File: src/rtl/wgf_pkg.sv
// Shared types, constants and arithmetic helpers for the wheel ground friction step unit.
`default_nettype none

package wgf_pkg;

    localparam int FRAC_BITS_DEF = 16;

    // Skid queue between front and back (power of two).
    localparam int QDEPTH = 4;
    localparam int QPTR_W = $clog2(QDEPTH);
    localparam int QCNT_W = $clog2(QDEPTH + 1);

    localparam logic [30:0] RST_TIME_STEP      = 31'd655;
    localparam logic [30:0] RST_FRICTION_COEFF = 31'd42598;
    localparam logic [30:0] RST_WHEEL_INERTIA  = 31'd6554;
    localparam logic [30:0] RST_SHAFT_DAMPING  = 31'd65536;

    typedef enum logic [1:0] {
        REG_TIME_STEP      = 2'd0,
        REG_FRICTION_COEFF = 2'd1,
        REG_WHEEL_INERTIA  = 2'd2,
        REG_SHAFT_DAMPING  = 2'd3
    } t_reg;

    typedef struct packed {
        logic [30:0] time_step;
        logic [30:0] friction_coeff;
        logic [30:0] wheel_inertia;
        logic [30:0] shaft_damping;
    } t_cfg;

    typedef struct packed {
        logic signed [31:0] vel_x;
        logic signed [31:0] vel_y;
        logic        [30:0] normal_load;
        logic        [30:0] wheel_diameter;
        logic signed [31:0] spin_rate;
        logic signed [31:0] drive_torque;
    } t_in;

    typedef struct packed {
        logic signed [31:0] force_lon;
        logic signed [31:0] force_lat;
        logic signed [31:0] new_spin_rate;
    } t_out;

    // Queue entry: item fields plus the raw front products.
    typedef struct packed {
        logic signed [31:0] vel_x;
        logic signed [31:0] vel_y;
        logic signed [31:0] spin_rate;
        logic signed [31:0] drive_torque;
        logic        [30:0] wheel_diameter;
        logic        [61:0] prod_lim;
        logic signed [63:0] prod_damp;
    } t_qent;

    // Sideband riding along the tw divider.
    typedef struct packed {
        logic signed [31:0] damp;
        logic signed [31:0] w;
        logic signed [31:0] tq;
        logic        [30:0] diam;
    } t_bside;

    // Per-item context carried down the back pipeline.
    typedef struct packed {
        logic signed [31:0] lat;
        logic signed [31:0] lon;
        logic signed [31:0] lim;
        logic signed [31:0] damp;
        logic signed [31:0] w;
        logic signed [31:0] tq;
        logic        [30:0] diam;
    } t_ctx;

    function automatic logic signed [31:0] sat32(input logic signed [63:0] x);
        logic signed [31:0] r;
        if (x > 64'sd2147483647) begin
            r = 32'sh7FFFFFFF;
        end else if (x < -64'sd2147483648) begin
            r = 32'sh80000000;
        end else begin
            r = x[31:0];
        end
        return r;
    endfunction

    // Fixed-point product rescale, floor rounding, saturated.
    function automatic logic signed [31:0] qscale(input logic signed [63:0] p,
                                                  input int unsigned s);
        logic signed [63:0] t;
        t = p >>> s;
        return sat32(t);
    endfunction

    function automatic logic signed [31:0] clamp(input logic signed [31:0] x,
                                                 input logic signed [31:0] lim);
        logic signed [31:0] r;
        if (x > lim) begin
            r = lim;
        end else if (x < -lim) begin
            r = -lim;
        end else begin
            r = x;
        end
        return r;
    endfunction

    function automatic logic [31:0] mag32(input logic signed [31:0] x);
        logic [31:0] r;
        r = x[31] ? (~$unsigned(x) + 32'd1) : $unsigned(x);
        return r;
    endfunction

endpackage

`default_nettype wire

File: src/rtl/wgf_queue.sv
// Small FIFO between the front and back sections.
`default_nettype none

module wgf_queue (
    input  wire logic                            i_clk,
    input  wire logic                            i_rst_n,
    input  wire logic                            i_push,
    input  wire wgf_pkg::t_qent                  i_ent,
    input  wire logic                            i_pop,
    output wgf_pkg::t_qent                       o_ent,
    output logic [wgf_pkg::QCNT_W-1:0]           o_count
);

    wgf_pkg::t_qent                  r_mem [wgf_pkg::QDEPTH];
    logic [wgf_pkg::QPTR_W-1:0]      r_wr;
    logic [wgf_pkg::QPTR_W-1:0]      r_rd;
    logic [wgf_pkg::QCNT_W-1:0]      r_count;

    always_ff @(posedge i_clk) begin
        if (!i_rst_n) begin
            r_wr    <= '0;
            r_rd    <= '0;
            r_count <= '0;
        end else begin
            if (i_push) begin
                r_wr <= r_wr + 1'b1;
            end
            if (i_pop) begin
                r_rd <= r_rd + 1'b1;
            end
            if (i_push && !i_pop) begin
                r_count <= r_count + 1'b1;
            end else if (!i_push && i_pop) begin
                r_count <= r_count - 1'b1;
            end
        end
    end

    always_ff @(posedge i_clk) begin
        if (i_push) begin
            r_mem[r_wr] <= i_ent;
        end
    end

    assign o_ent   = r_mem[r_rd];
    assign o_count = r_count;

endmodule

`default_nettype wire

File: config.mk
export PLATFORM = sky130hd
export DESIGN_NAME = wgf_queue
export DESIGN_NICKNAME = d
export VERILOG_FILES = /design/src/rtl/wgf_pkg.sv /design/src/rtl/wgf_queue.sv
export SDC_FILE = /design/constraint.sdc
export NUM_CORES = 1
export LEC_CHECK = 0
export ABC_AREA = 1
export BUFFER_PORTS_ARGS = -buffer_cell sky130_fd_sc_hd__clkbuf_2
export CORE_ASPECT_RATIO = 0.6
export CORE_MARGIN = 4
export CORE_UTILIZATION = 30
export DETAILED_ROUTE_END_ITERATION = 16
export GPL_ROUTABILITY_DRIVEN = 0
export GPL_TIMING_DRIVEN = 0
export PLACE_DENSITY = 0.48
export SLEW_MARGIN = 15
export SYNTH_ARGS = -nofsm -noshare
export SYNTH_HDL_FRONTEND = slang
export SYNTH_SLANG_ARGS = --single-unit
File: constraint.sdc
create_clock -name i_clk -period 24.4 [get_ports i_clk]
set_clock_uncertainty 0.1 [all_clocks]
set_input_delay 4.88 -clock i_clk [delete_from_list [all_inputs] [get_ports i_clk]]
set_output_delay 4.88 -clock i_clk [all_outputs]
set_load 0.01 [all_outputs]
======== Word level (Yosys, flattened, before mapping) ========
Memories as Yosys holds them, arrays and structs flattened. A register that Yosys moved wholly into a read port is not among the register bits.
Cells that the tools add are included.
cells by class
  $mul .................................... 0
  $add $sub $neg .......................... 4
  mux-type cells .......................... 6
  bitwise logic cells ..................... 0
  shift operators ......................... 0
  equality and inequality tests ........... 0
  div/mod/pow operators ................... 0
  reduce and logical (&&, ||, !) cells .... 5
  order comparisons ....................... 0
operators by type and width
  kind                                                                 count
  3-bit 2-to-1 mux                                                     2
  2-bit by 1-bit adder with 2-bit output (second input constant)       2
  2-bit 2-to-1 mux                                                     2
  3-bit by 1-bit adder with 3-bit output (second input constant)       1
  3-bit by 1-bit subtractor with 3-bit output (second input constant)  1
  1-bit logical AND                                                    2
  1-bit zero test                                                      2
  1-bit 2-to-1 mux                                                     2
  2-bit nonzero test                                                   1
storage, ports and cells
  memories kept ........................... 1
  RAM bits ................................ 1,140
  bits in registers ....................... 7
  bits of input ports ..................... 289
  output and inout port bits .............. 288
  latch bits .............................. 0
  bits in read-only memories .............. 0
memories
  memory  words  width  rd ports  clocked after memory_dff  write ports  RTL line         source
  r_mem   4      285    1         1                         1            wgf_queue.sv:14  wgf_pkg::t_qent r_mem [wgf_pkg::QDEPTH];

======== Logic depth before layout (Yosys ltp) ========
  depth in word-level cells ............... 4
  mapped depth ............................ 10
  depth with buffers taken out ............ 10

======== Worst setup path before layout ========
OpenSTA, ideal clock, no wires.
  path kind ............................... input port to flip-flop
  start ................................... input i_push
  end ..................................... memory r_mem[0][0] (netlist name) (enable)
  setup time .............................. 0.635 ns
  arrival ................................. 10.375 ns
  slack ................................... 13.290 ns
  stages on the path ...................... 2
  data required time ...................... 23.665 ns
  path through ............................ nand2_1 -> inv_1
between the ends
  cells in the longest elaborated chain, start to end .. 2
ends and longest elaborated chain
  element                                 RTL line         source
  start, declared                         wgf_queue.sv:7   input wire logic i_push,
  1-bit 2-to-1 mux                        wgf_queue.sv:40  if (i_push) begin
  1-bit 2-to-1 mux (implied by the code)  wgf_queue.sv:41  r_mem[r_wr] <= i_ent;
  end, declared                           wgf_queue.sv:14
Every way passes these cells.

==> results.txt <==
The run finished with clean final reports. The part of the total power dissipated in combinational logic is 10.1%. 577 I/O pins were placed. The total detailed-routing wirelength is 129 mm. The starting DRC count in detailed routing is 2,115. Clock tree synthesis selected as its root buffer the cell clkbuf_16. TritonCTS built the clock tree. Leaving out fill and tap cells, the most frequent cells in the layout are 1,140 x edfxtp_1, 577 x clkbuf_2, 575 x nor2_1. The max-slew headroom at the worst pin is 52.5%.

Internal power comes to 3.30 mW. The critical path is of the reg2out type. Setup repair after global routing left no endpoint under its margin.

The synthesis warning total came out at 0. The area after detailed placement is 0.0480 sq mm. The total power density per cell area came out at 85.1 mW/mm^2. The core area is 0.140 sq mm.

The net count of the finished layout is 3,810. The number of global-route vias before repair is 25.3k. The slack of the worst reg-to-reg path came out at 21.72 ns.

The worst min-delay path class is reg2reg. The worst path in the final design needs a cycle of 8.24 ns, including I/O delays and setup. The highest fanout seen on the critical path is 11.

The worst setup path is captured at a primary output. The remaining number of nets flagged by the antenna check after routing came out at 0. Per report_power, the sequential group accounts for 51.9% of the total. The number of sinks handled by clock tree synthesis is 1,149. The layout-stage area growth over the synthesis result is 21.7%. Leaving out fill and tap cells, the most frequent cell in the layout is edfxtp_1. The number of buffers on the longest clock path is 3. The width of the chip is 493 um. The synthesized area divided by synthesized cell count is 15.0 sq um. The final route contains 26.2k vias. The number of antenna violations at the first check in global routing was 38. Of the total power, the share spent switching nets is 24.6%.

The maximum operating frequency is 121 MHz. The area of the mapped netlist came out at 0.0423 sq mm. Synthesis produced a netlist with a net count of 3,107. The share of final-layout standard cells stronger than drive strength 1 came out at 22.4%. The post-CTS setup buffer count came out at 0. The sum of negative setup slack came out at 0 ns. Synthesis produced 2,812 cells. The hold violation total from the final report is 0.

The total DRC errors in the routed layout is 0. After clock tree synthesis, the flow added hold-fix buffers numbering 0. The average detailed-routed wire length per instance came out at 23.3 um. The largest net degree at the start of global routing came out at 87. The total global routing overflow is 0. The first global-routing pass estimated 183 mm of wire.

The number of iterations in the first detailed-routing pass came out at 5. The part of the total power dissipated in the clock network came out at 38.0%. The critical path required time came out at 19.42 ns.

The total die area came out at 0.147 sq mm. For the pin with the worst max-slew slack, the measured transition is 0.712 ns. The startpoint class of the critical path is a register. The peak ir drop on the vdd network came out at 0.0000567 V. The number of buffers created by CTS came out at 110.

The number of synthesized register bits came out at 1,149. The final number of max-transition violations is 0. The initial core utilization came out at 30.3%. Setup violations remaining at the end of the flow were counted as 0. The H-tree was split into 3 levels.

The share of synthesized area occupied by flip-flops and latches is 81.3%. The post-route clock period utilization came out at 33.8%. After detailed routing, the number of vias per cell comes to 4.75. The total net switching power came out at 1.08 mW.

Global routing used 16.8% of the available tracks. The max-cap violation count came out at 0. The synthesized netlist contains 18 unique library cells. The leakage power is 17.6 nW. The HPWL after detailed placement came out at 84.2 mm. The post-cts sizing count came out at 0. The final instance area came out at 0.0515 sq mm. Clock-pin slew was measured on the worst setup and hold paths at 0.06 ns. The clock insertion delay at the later pin of the skew report came out at 0.71 ns.

Data on the critical path arrives at its endpoint at 3.26 ns. The floorplan has 106 rows. The quantity of I/O buffers inserted on ports came out at 576. The overall die height came out at 299 um.
-- final cells by class --
| type | count | area, sq um |
|---|---|---|
| Fill cell | 13400 | 88200 |
| Sequential cell | 1149 | 34400 |
| Multi-Input combinational cell | 1457 | 6970 |
| Timing Repair Buffer | 591 | 3300 |
| Clock buffer | 141 | 2910 |
| Tap cell | 1890 | 2360 |
| Buffer | 189 | 865 |
| Clock inverter | 56 | 512 |
| Inverter | 17 | 93.8 |
| Antenna cell | 20 | 50.0 |
-- routing by layer --
layer	track usage, %	routed length [um]	vias up
met4	3.97	3030	20
met5	0	155	-
met2	26.0	58200	787
met1	23.2	57300	13000
met3	5.30	9940	187
li1	-	-	12100
-- worst paths after layout --
check | to | depth (start not counted) | startpoint
min | register | 1 | r_rd[1]$_SDFFE_PN0P_
max reg2reg | r_mem[2][177]$_DFFE_PP_ | 6 | r_wr[0]$_SDFFE_PN0P_
max | o_ent[179] | 7 | register
min reg2reg | register | 1 | r_rd[1]$_SDFFE_PN0P_
-- through the flow --
step / cells / hold WS [ns] / util, % / worst slack (ns) / total power [mW]
floorplan: 2812 / 0.312 / - / 13.29 / 2.54
global placement: 5278 / 0.329 / 34.1 / 7.42 / 2.80
detailed placement: 5293 / 0.337 / 34.4 / 16.83 / 2.77
CTS: 5490 / 0.334 / 36.8 / 16.02 / 4.44
global route: 5493 / 0.351 / 36.8 / 15.98 / 4.56
finish: 5510 / 0.322 / 36.9 / 16.16 / 4.38
-- logic make-up after synthesis --
| logic type | synth area share [%] |
|---|---|
| AOI/OAI and AO/OA | 11.1 |
| adders and majority gates | 0.195 |
| buffers and inverters | 2.19 |
| DFF | 81.3 |
| and+or+nand+nor | 5.21 |
-- worst max-delay path, cell delays in order, from the launching register on --
cell and delay, ns:
dfxtp_1 0.48, buf_4 0.38, buf_4 0.34, buf_4 0.32, buf_2 0.32, nor2_1 0.08, o22ai_1 0.37, clkbuf_2 0.22
-- sequential cells by signal, summed over array words and instances, names as in the netlist, named ones only --
signal,flops
r_mem,1140
o_count,3
r_rd,2
r_wr,2
-- synth_stat cells --
master    number  area (sq um)
clkbuf_1     121           454
dfxtp_1        9           180
buf_6          3          33.8
fa_1           1          20.0
nor2_1       575          2160
edfxtp_1    1140         34200
a21oi_1        4          20.0
buf_4         20           150
o21ai_1       15          75.1
nand3_1        1          5.00
buf_2         45           225
inv_1         15          56.3
inv_2          2          7.51
o22ai_1      285          1780
ha_1           5          62.6
o21ai_0      561          2810
nand4_1        1          6.26
nand2_1        9          33.8
-- power by group through the flow --
stage / clock [mW] / sequential [mW] / combinational (mW)
2_1_floorplan: 0 / 2.34 / 0.204
3_3_place_gp: 0 / 2.36 / 0.443
3_5_place_dp: 0 / 2.32 / 0.453
4_1_cts: 1.71 / 2.27 / 0.454
5_1_grt: 1.80 / 2.28 / 0.485
6_report: 1.66 / 2.27 / 0.442
Note: power is estimated with default switching activity, not from simulation.
